`src/design/tme_pkg.sv`:
```
`default_nettype none
// ----------------------------------------------------------------------------
// tme_pkg
// Shared types, operation codes and constants of the tape machine executor.
// ----------------------------------------------------------------------------
package tme_pkg;

  localparam int unsigned TAPE_DEPTH_DEF = 32768;
  localparam logic [15:0] TAPE_SIZE_RST  = 16'd30000;

  typedef enum logic [2:0] {
    FN_ADD   = 3'd0,
    FN_MOVE  = 3'd1,
    FN_READ  = 3'd2,
    FN_WRITE = 3'd3,
    FN_JZ    = 3'd4,
    FN_JNZ   = 3'd5
  } func_e;

  typedef struct packed {
    func_e       func;
    logic [15:0] amount;
    logic [7:0]  in_byte;
  } item_t;

  // Width that holds both a tape size register value and the tape depth itself.
  function automatic int size_w(input int depth);
    int w;
    w = $clog2(depth + 1);
    return (w > 16) ? w : 16;
  endfunction

endpackage
`default_nettype wire

```
`src/design/tme_ptr_unit.sv`:
```
`default_nettype none
// ----------------------------------------------------------------------------
// tme_ptr_unit
// Cell pointer register with its move logic. A move that lands within one
// wrap of the tape is done in the cycle it is accepted; any other move runs a
// restoring remainder over the pointer sum, one bit per cycle.
// ----------------------------------------------------------------------------
module tme_ptr_unit #(
  parameter int unsigned TAPE_DEPTH = tme_pkg::TAPE_DEPTH_DEF
) (
  input  wire logic                                    clk_i,
  input  wire logic                                    rst_ni,
  input  wire logic                                    start_i,
  input  wire logic [15:0]                             amount_i,
  input  wire logic [tme_pkg::size_w(TAPE_DEPTH)-1:0]  size_i,
  output logic      [$clog2(TAPE_DEPTH)-1:0]           ptr_o,
  output logic                                         busy_o
);
  import tme_pkg::*;

  localparam int PW = $clog2(TAPE_DEPTH);
  localparam int CW = size_w(TAPE_DEPTH);
  localparam int SW = ((PW > 16) ? PW : 16) + 2;
  localparam int MW = SW - 1;
  localparam int NW = $clog2(SW);

  logic [PW-1:0] ptr_q, ptr_d;
  logic          busy_q, busy_d;
  logic [NW-1:0] cnt_q, cnt_d;
  logic          neg_q;
  logic [MW-1:0] mag_q;
  logic [CW-1:0] rem_q;
  logic [CW-1:0] dsize_q;

  logic signed [SW-1:0] sum_s, size_s, up_s, dn_s, neg_sum_s;
  logic [MW-1:0]        mag;
  logic                 fast;
  logic [PW-1:0]        fast_val;
  logic [CW:0]          rem_sh, rem_nx;
  logic [CW-1:0]        rem_nx_c, fin_r;

  always_comb begin
    sum_s     = $signed({{(SW-PW){1'b0}}, ptr_q}) +
                $signed({{(SW-16){amount_i[15]}}, amount_i});
    size_s    = $signed({{(SW-CW){1'b0}}, size_i});
    up_s      = sum_s + size_s;
    dn_s      = sum_s - size_s;
    neg_sum_s = -sum_s;
    mag       = sum_s[SW-1] ? neg_sum_s[MW-1:0] : sum_s[MW-1:0];

    fast     = 1'b1;
    fast_val = sum_s[PW-1:0];
    priority if (!sum_s[SW-1] && (sum_s < size_s)) begin
      fast_val = sum_s[PW-1:0];
    end else if (sum_s[SW-1] && !up_s[SW-1]) begin
      fast_val = up_s[PW-1:0];
    end else if (!sum_s[SW-1] && (dn_s < size_s)) begin
      fast_val = dn_s[PW-1:0];
    end else begin
      fast = 1'b0;
    end
  end

  // One restoring step of the remainder.
  always_comb begin
    rem_sh   = {rem_q, mag_q[MW-1]};
    rem_nx   = (rem_sh >= {1'b0, dsize_q}) ? (rem_sh - {1'b0, dsize_q}) : rem_sh;
    rem_nx_c = rem_nx[CW-1:0];
    fin_r    = (neg_q && (rem_nx_c != '0)) ? (dsize_q - rem_nx_c) : rem_nx_c;
  end

  always_comb begin
    ptr_d  = ptr_q;
    busy_d = busy_q;
    cnt_d  = cnt_q;
    if (busy_q) begin
      cnt_d = cnt_q - NW'(1);
      if (cnt_q == NW'(1)) begin
        busy_d = 1'b0;
        ptr_d  = fin_r[PW-1:0];
      end
    end else if (start_i) begin
      if (fast) begin
        ptr_d = fast_val;
      end else begin
        busy_d = 1'b1;
        cnt_d  = NW'(MW);
      end
    end
  end

  always_ff @(posedge clk_i or negedge rst_ni) begin
    if (!rst_ni) begin
      ptr_q  <= '0;
      busy_q <= 1'b0;
      cnt_q  <= '0;
    end else begin
      ptr_q  <= ptr_d;
      busy_q <= busy_d;
      cnt_q  <= cnt_d;
    end
  end

  always_ff @(posedge clk_i) begin
    if (busy_q) begin
      rem_q <= rem_nx_c;
      mag_q <= {mag_q[MW-2:0], 1'b0};
    end else if (start_i && !fast) begin
      rem_q   <= '0;
      mag_q   <= mag;
      neg_q   <= sum_s[SW-1];
      dsize_q <= size_i;
    end
  end

  assign ptr_o  = ptr_q;
  assign busy_o = busy_q;

endmodule
`default_nettype wire

```
`config.mk`:
```
export PLATFORM = sky130hd
export DESIGN_NAME = tme_ptr_unit
export DESIGN_NICKNAME = d
export VERILOG_FILES = /design/src/design/tme_pkg.sv /design/src/design/tme_ptr_unit.sv
export SDC_FILE = /design/constraint.sdc
export NUM_CORES = 1
export LEC_CHECK = 0
export ABC_AREA = 1
export BUFFER_PORTS_ARGS = -buffer_cell sky130_fd_sc_hd__buf_4
export CAP_MARGIN = 20
export CORE_MARGIN = 10
export CORE_UTILIZATION = 40
export CTS_CLUSTER_DIAMETER = 40
export DETAILED_ROUTE_END_ITERATION = 10
export MAX_ROUTING_LAYER = met4
export SYNTH_ARGS = -nofsm -noshare
export SYNTH_HDL_FRONTEND = slang
export SYNTH_SLANG_ARGS = --single-unit
```
`constraint.sdc`:
```
create_clock -name clk_i -period 4.8 [get_ports clk_i]
set_clock_uncertainty 0.05 [all_clocks]
set_input_delay 0.72 -clock clk_i [delete_from_list [all_inputs] [get_ports clk_i]]
set_output_delay 0.72 -clock clk_i [all_outputs]
set_load 0.01 [all_outputs]
```
==> flow_metrics.env, run 1 <==
export IMPL_status="complete, but fails checks"
export IMPL_violations="setup timing"
export IMPL_start_util_pct=40.64
export IMPL_port_buffers=50
export IMPL_rows=54
export IMPL_routed_wl_met3_um=965
export IMPL_maxCapViolations=0
export IMPL_crit_end="dsize_q[12]$_DFFE_PP_"
export IMPL_dr_pass1_iters=5
export IMPL_met2_length_um=14590
export IMPL_critPathLaunch="ptr_o[0]$_DFFE_PN0P_"
export IMPL_vias_per_cell=5.080
export IMPL_timing_final_crit_share_pct=100.5
export IMPL_cp_arrival_ps=4820
export IMPL_timing_final_ws_setup_ps=-25.00
export IMPL_synth_edf_count=49
export IMPL_wl_per_cell_um=16.67
export IMPL_drt_initial_drc_count=657
export IMPL_drive_gt1_share_pct=23.89
export IMPL_grt_first_pass_wirelength_um=48090
export IMPL_place_congestion=0.9819
export IMPL_worstSkewPairLatency_ps=330
export IMPL_wl_um=30490
export IMPL_max_freq_ghz=0.2073
export IMPL_dieHeight_um=168.9
export IMPL_hold_class="input port to async pin"
export IMPL_yosysUniqueCellTypes=50
export IMPL_drcViolationCount=0
export IMPL_r2r_slack_ps=-20
export IMPL_grt_max_degree=37
export IMPL_r2r_start="ptr_o[0]$_DFFE_PN0P_"
export IMPL_rsz0062_at_grt="true"
export IMPL_ant_nets=0
export IMPL_hold_violations=0
export IMPL_core_area_um2=21820
export IMPL_cp_max_fo=5
export IMPL_met1Wirelength_um=13580
export IMPL_clkTransAtPathRegs_ps=60
export IMPL_nets=1680
export IMPL_r2r_end="dsize_q[12]$_DFFE_PP_"
export IMPL_final_setup_viol_count=10
export IMPL_required_ps=4800
export IMPL_syn_avg_cell_area_um2=6.508
export IMPL_finalCriticalPeriod_ps=4825
export IMPL_syn_nets=1499
export IMPL_critPathKind="flop to flop"
export IMPL_tightest_slew_ps=642.6
export IMPL_post_route_util_pct=52.95
export IMPL_cts_tree="built"
export IMPL_slowest_delay_ps=430
export IMPL_slew_violations=0
export IMPL_area_growth_pct=30.27
export IMPL_start_kind="flop"
export IMPL_clk_path_buf_depth=2
export IMPL_n_antenna_cell=0
export IMPL_vias=9292
export IMPL_cp_slowest_cell="dfrtp_1"
export IMPL_die_w_um=168.9
export IMPL_tns_ps=-192.0
export IMPL_grt_pass1_vias=9245
export IMPL_ys_seq_elements=71
export IMPL_die_area_um2=28530
export IMPL_cts_buffers=9
export IMPL_cts_root_buf="clkbuf_16"
export IMPL_gr_usage_all_layers_pct=21.34
export IMPL_seq_area_frac_synth_pct=22.74
export IMPL_cp_end_kind="flop"
export IMPL_worstRegToRegCells=30
export IMPL_final_cells=1829
export IMPL_overflow=0
export IMPL_dp_hpwl_um=25410
export IMPL_synth_flop_cell="edfxtp_1"
export IMPL_yosys_warnings=0
export IMPL_antenna_found_initial=0
export IMPL_io_pins=51
export IMPL_netlist_area_um2=8870
export IMPL_top_layer="met4"
export IMPL_htreeDepth=3
export IMPL_synthArstFlopShare_pct=29.58
export IMPL_clkSinkCount=71
export IMPL_cts_hold_buf=0
export IMPL_synthCells=1363
export IMPL_dp_slack_ps=-432.2
export IMPL_dp_cells=1798
export IMPL_relSlewSlack_pct=56.83
cells in the final DEF, fill, tap and decap left out, types with 3 or more instances in the layout:
cell type / synthesis / routed
inv_4: 0 / 4
ha_4: 0 / 14
nor3_2: 1 / 5
inv_2: 5 / 11
nand3_4: 0 / 3
a21oi_1: 64 / 54
buf_6: 4 / 7
nand2_2: 14 / 40
nor2_4: 2 / 4
nand4_1: 21 / 21
xor2_1: 47 / 40
buf_12: 0 / 4
nand2_4: 6 / 10
nand3_2: 3 / 13
nor2_1: 91 / 83
o21ai_0: 32 / 23
edfxtp_1: 49 / 49
a21oi_2: 0 / 8
xnor2_1: 17 / 14
nand2_1: 451 / 421
clkinv_2: 0 / 3
fa_1: 5 / 4
o21bai_1: 4 / 4
xor2_2: 0 / 6
a21o_1: 4 / 4
inv_1: 202 / 192
nor3_1: 12 / 8
nand3_1: 131 / 118
o21ai_1: 9 / 16
ha_1: 96 / 82
clkbuf_16: 0 / 12
buf_4: 4 / 189
nor2_2: 7 / 13
dfrtp_1: 21 / 19
o21ai_2: 1 / 3
nand3b_1: 7 / 7
o22ai_1: 4 / 4
final cells by class:
type | instances | area (µm²)
Clock buffer | 11 | 254.0
Clock inverter | 5 | 30.03
Fill cell | 2201 | 10270
Inverter | 208 | 793.3
Multi-Input combinational cell | 1052 | 6480
Sequential cell | 71 | 2019
Tap cell | 280 | 350.3
Timing Repair Buffer | 202 | 1628
kinds of logic (layout without fill, tap and decap cells):
logic type	after synthesis	in the layout	synth area share (%)
adder cells (fa/ha/maj)	101	101	14.67
flip-flops	71	71	22.74
XOR/XNOR	64	64	6.320
AO/OA/AOI/OAI	132	132	8.337
AND/OR/NAND/NOR	755	755	36.93
buffers and inverters	240	426	11.00
how the worst min path moves through the flow:
stage	slack, ps	endpoint
after floorplan	370	busy_o$_DFF_PN0_
after global placement	420	mag_q[0]$_SDFFE_PP0P_
after detailed placement	420	mag_q[0]$_SDFFE_PP0P_
after CTS	230	cnt_q[2]$_DFFE_PN0P_
after global routing	240	ptr_o[12]$_DFFE_PN0P_
final	230	cnt_q[2]$_DFFE_PN0P_
critical path, delay by kind of cell (launching register included):
family	cells	cell delay, ps
DFF	1	430
xor gates and xnor gates	2	360
AOI/OAI and AO/OA	3	360
and+or+nand+nor	14	1440
adders and majority gates	4	1030
buffers and inverters	7	820
timing repair:
action                                  CTS  global route
endpoints found under the setup margin   78            86
gates resized for setup                  10           106
pin swaps                                 0            49
buffers inserted                          0            10
cloned                                    0             4
routing by layer:
| layer | GRT usage, % | vias up |
|---|---|---|
| li1 | - | 4726 |
| met1 | 26.96 | 4263 |
| met2 | 35.71 | 237 |
| met3 | 0.9727 | 66 |
| met4 | 7.532 | 0 |
| met5 | - | - |
synthesized netlist by cell type, types with 3 or more instances:
cell,n,area (µm²)
inv_2,5,18.77
xnor2_1,17,148.9
fa_1,5,100.1
nand2_4,6,67.56
nor2_1,91,341.6
buf_6,4,45.04
a21o_1,4,30.03
nand2_1,451,1693
o21ai_1,9,45.04
dfrtp_1,21,525.5
nand3_2,3,30.03
o21bai_1,4,30.03
nor2_2,7,43.79
a21oi_1,64,320.3
buf_4,4,30.03
o22ai_1,4,25.02
o21ai_0,32,160.2
nand3b_1,7,52.55
nand2_2,14,87.58
buf_2,15,75.07
ha_1,96,1201
nor3_1,12,60.06
xor2_1,47,411.6
inv_1,202,758.2
nand4_1,21,131.4
edfxtp_1,49,1471
clkbuf_1,8,30.03
nand3_1,131,655.6
stage by stage:
| stage | area, µm² | hold WS [ps] |
|---|---|---|
| 2_1_floorplan | 9057 | 374.4 |
| 3_3_place_gp | 10630 | 419.0 |
| 3_5_place_dp | 10630 | 424.5 |
| 4_1_cts | 10970 | 228.8 |
| 5_1_grt | 11550 | 238.8 |
| 6_report | 11550 | 226.6 |
registers in the layout, indices dropped and copies added, names as in the netlist:
signal	cells
ptr_o	15
busy_o	1
rem_q	16
dsize_q	16
cnt_q	5
mag_q	17
neg_q	1
Power of run 1 is left out: the tool's default activity adds up to more than one toggle a clock period on the data nets, which glitch-free logic cannot reach.
==> run 2: changes to the inputs <==
TNS_END_PERCENT = 5   (was default)
==> run 2 against run 1 <==
  * The run now ends clean
  * Register-to-register slack better by 60 ps
  * Via count is 0.53% higher
  * Utilization fell by 0.17 points
  * Flip-flop and latch count stayed put
  * Non-clock buffer count is the same
  * Design area fell by 0.31%
  * Critical path depth is 5 higher
  * First-iteration DRC count grew 5.8%
  * Critical path type is now input port to flop
  * Maximum frequency grew 0.77%
  * Die area stayed put
  * Worst hold slack worse by 21 ps
  * Sequential share of layout area about the same
==> flow_metrics.env, run 2 (synthesis gave the netlist of run 1 again) <==
export IMPL_status="finished clean"
export IMPL_grt_first_pass_wirelength_um=47980
export IMPL_rsz0062_at_grt="true"
export IMPL_start_kind="input port"
export IMPL_required_ps=4990
export IMPL_vias=9341
export IMPL_place_congestion=0.9877
export IMPL_ant_nets=0
export IMPL_multi_input_area_um2=6529
export IMPL_regArea_um2=2017
export IMPL_core_area_um2=21820
export IMPL_critPathKind="input port to flop"
export IMPL_timing_final_crit_share_pct=99.75
export IMPL_largest_register_ffs=17
export IMPL_start_util_pct=40.64
export IMPL_worstSkewPairLatency_ps=340
export IMPL_die_area_um2=28530
export IMPL_hold_class="input port to async pin"
export IMPL_clkSinkCount=71
export IMPL_io_pins=51
export IMPL_gr_usage_all_layers_pct=21.43
export IMPL_clk_path_buf_depth=2
export IMPL_max_freq_ghz=0.2088
export IMPL_n_antenna_cell=0
export IMPL_regMostFlops="mag_q"
export IMPL_rows=54
export IMPL_layout_common_cells="421 x nand2_1, 195 x inv_1, 195 x buf_4, 114 x nand3_1, 85 x nor2_1"
export IMPL_die_w_um=168.9
export IMPL_crit_top_cell="nand2_1"
export IMPL_final_setup_viol_count=0
export IMPL_drive_gt1_share_pct=23.82
export IMPL_slowest_delay_ps=340
export IMPL_cp_slowest_cell="fa_2"
export IMPL_relSlewSlack_pct=62.22
export IMPL_layout_commonest_cell="nand2_1"
export IMPL_grt_max_degree=36
export IMPL_finalCriticalPeriod_ps=4788
export IMPL_clkTransAtPathRegs_ps=60
export IMPL_fillerInstances=2200
export IMPL_cp_end_kind="flop"
export IMPL_cts_root_buf="clkbuf_16"
export IMPL_dp_hpwl_um=25230
export IMPL_hold_violations=0
export IMPL_dpl_cell_area_um2=10630
export IMPL_cp_max_fo=7
export IMPL_area_growth_pct=29.86
export IMPL_wl_um=30620
export IMPL_wl_per_cell_um=16.74
export IMPL_drt_initial_drc_count=695
export IMPL_cts_hold_buf=0
export IMPL_cts_tree="built"
export IMPL_grt_pass1_vias=9084
export IMPL_dr_pass1_iters=5
export IMPL_worstRegToRegCells=34
export IMPL_antenna_found_initial=0
export IMPL_overflow=0
export IMPL_vias_per_cell=5.107
export IMPL_dieHeight_um=168.9
export IMPL_final_cell_area_um2=11520
export IMPL_tightest_slew_ps=565.2
export IMPL_maxCapViolations=0
export IMPL_cp_arrival_ps=4980
export IMPL_reg_top3="mag_q: 17 flops, dsize_q: 16 flops, rem_q: 16 flops"
export IMPL_port_buffers=50
export IMPL_htreeDepth=3
export IMPL_slew_violations=0
export IMPL_drcViolationCount=0
export IMPL_cts_buffers=9
export IMPL_nets=1680
==> run 2: worst paths after layout <==
kind                                       start                     to  slack (ps)
max in group asynchronous                 rst_ni   ptr_o[4]$_DFFE_PN0P_        4270
hold reg to reg            mag_q[0]$_SDFFE_PP0P_  mag_q[0]$_SDFFE_PP0P_         440
min in group clk_i         mag_q[0]$_SDFFE_PP0P_  mag_q[0]$_SDFFE_PP0P_         440
setup / recovery                     amount_i[0]   ptr_o[4]$_DFFE_PN0P_          10
hold / removal                            rst_ni   cnt_q[0]$_DFFE_PN0P_         210
setup reg to reg            ptr_o[0]$_DFFE_PN0P_   ptr_o[4]$_DFFE_PN0P_          40
==> run 2: what timing repair did <==
action                                 in CTS  in global routing
buffers inserted                            1                  7
endpoints found under the hold margin       0                  0
setup endpoints to repair                  85                 86
pin swaps                                   9                 48
resized for setup                          30                 87
cloned                                      1                  0
==> run 2: stage by stage <==
stage / util (%) / std cells / setup TNS, ps / setup WS (ps) / hold slack, ps
CTS: 50.64 / 1822 / 0 / 2.008 / 211.5
global placement: 48.72 / 1804 / -37100 / -594.6 / 429.9
detailed placement: 48.72 / 1804 / -42640 / -647.6 / 432.4
floorplan: - / 1363 / -6259 / -169.5 / 374.4
global route: 52.78 / 1829 / -11840 / -245.6 / 224.3
finish: 52.78 / 1829 / 0 / 11.85 / 205.1
==> run 2: cell type report <==
type | instances | share of cell area, %
clock buffers | 11 | 2.205
well taps | 280 | 3.042
multi-input cells | 1052 | 56.68
clock inverters | 5 | 0.2498
repair buffers | 202 | 13.47
flip-flops and latches | 71 | 17.51
inverters | 208 | 6.843
==> run 2: worst max-delay path, delay by kind of cell <==
family                     cells  cell delay [ps]
xor gates and xnor gates       2              300
buffers and inverters          5              500
AOI/OAI and AO/OA              5              810
and+or+nand+nor               19             1620
adders and majority gates      4              980
==> run 2: routing by layer <==
layer,vias up,wire length [µm],GRT usage (%)
met4,0,890,6.964
met1,4317,13950,27.59
met2,258,14690,35.19
met5,-,0,-
met3,41,1093,1.390
li1,4725,-,-
Power of run 2 is left out for the same reason.
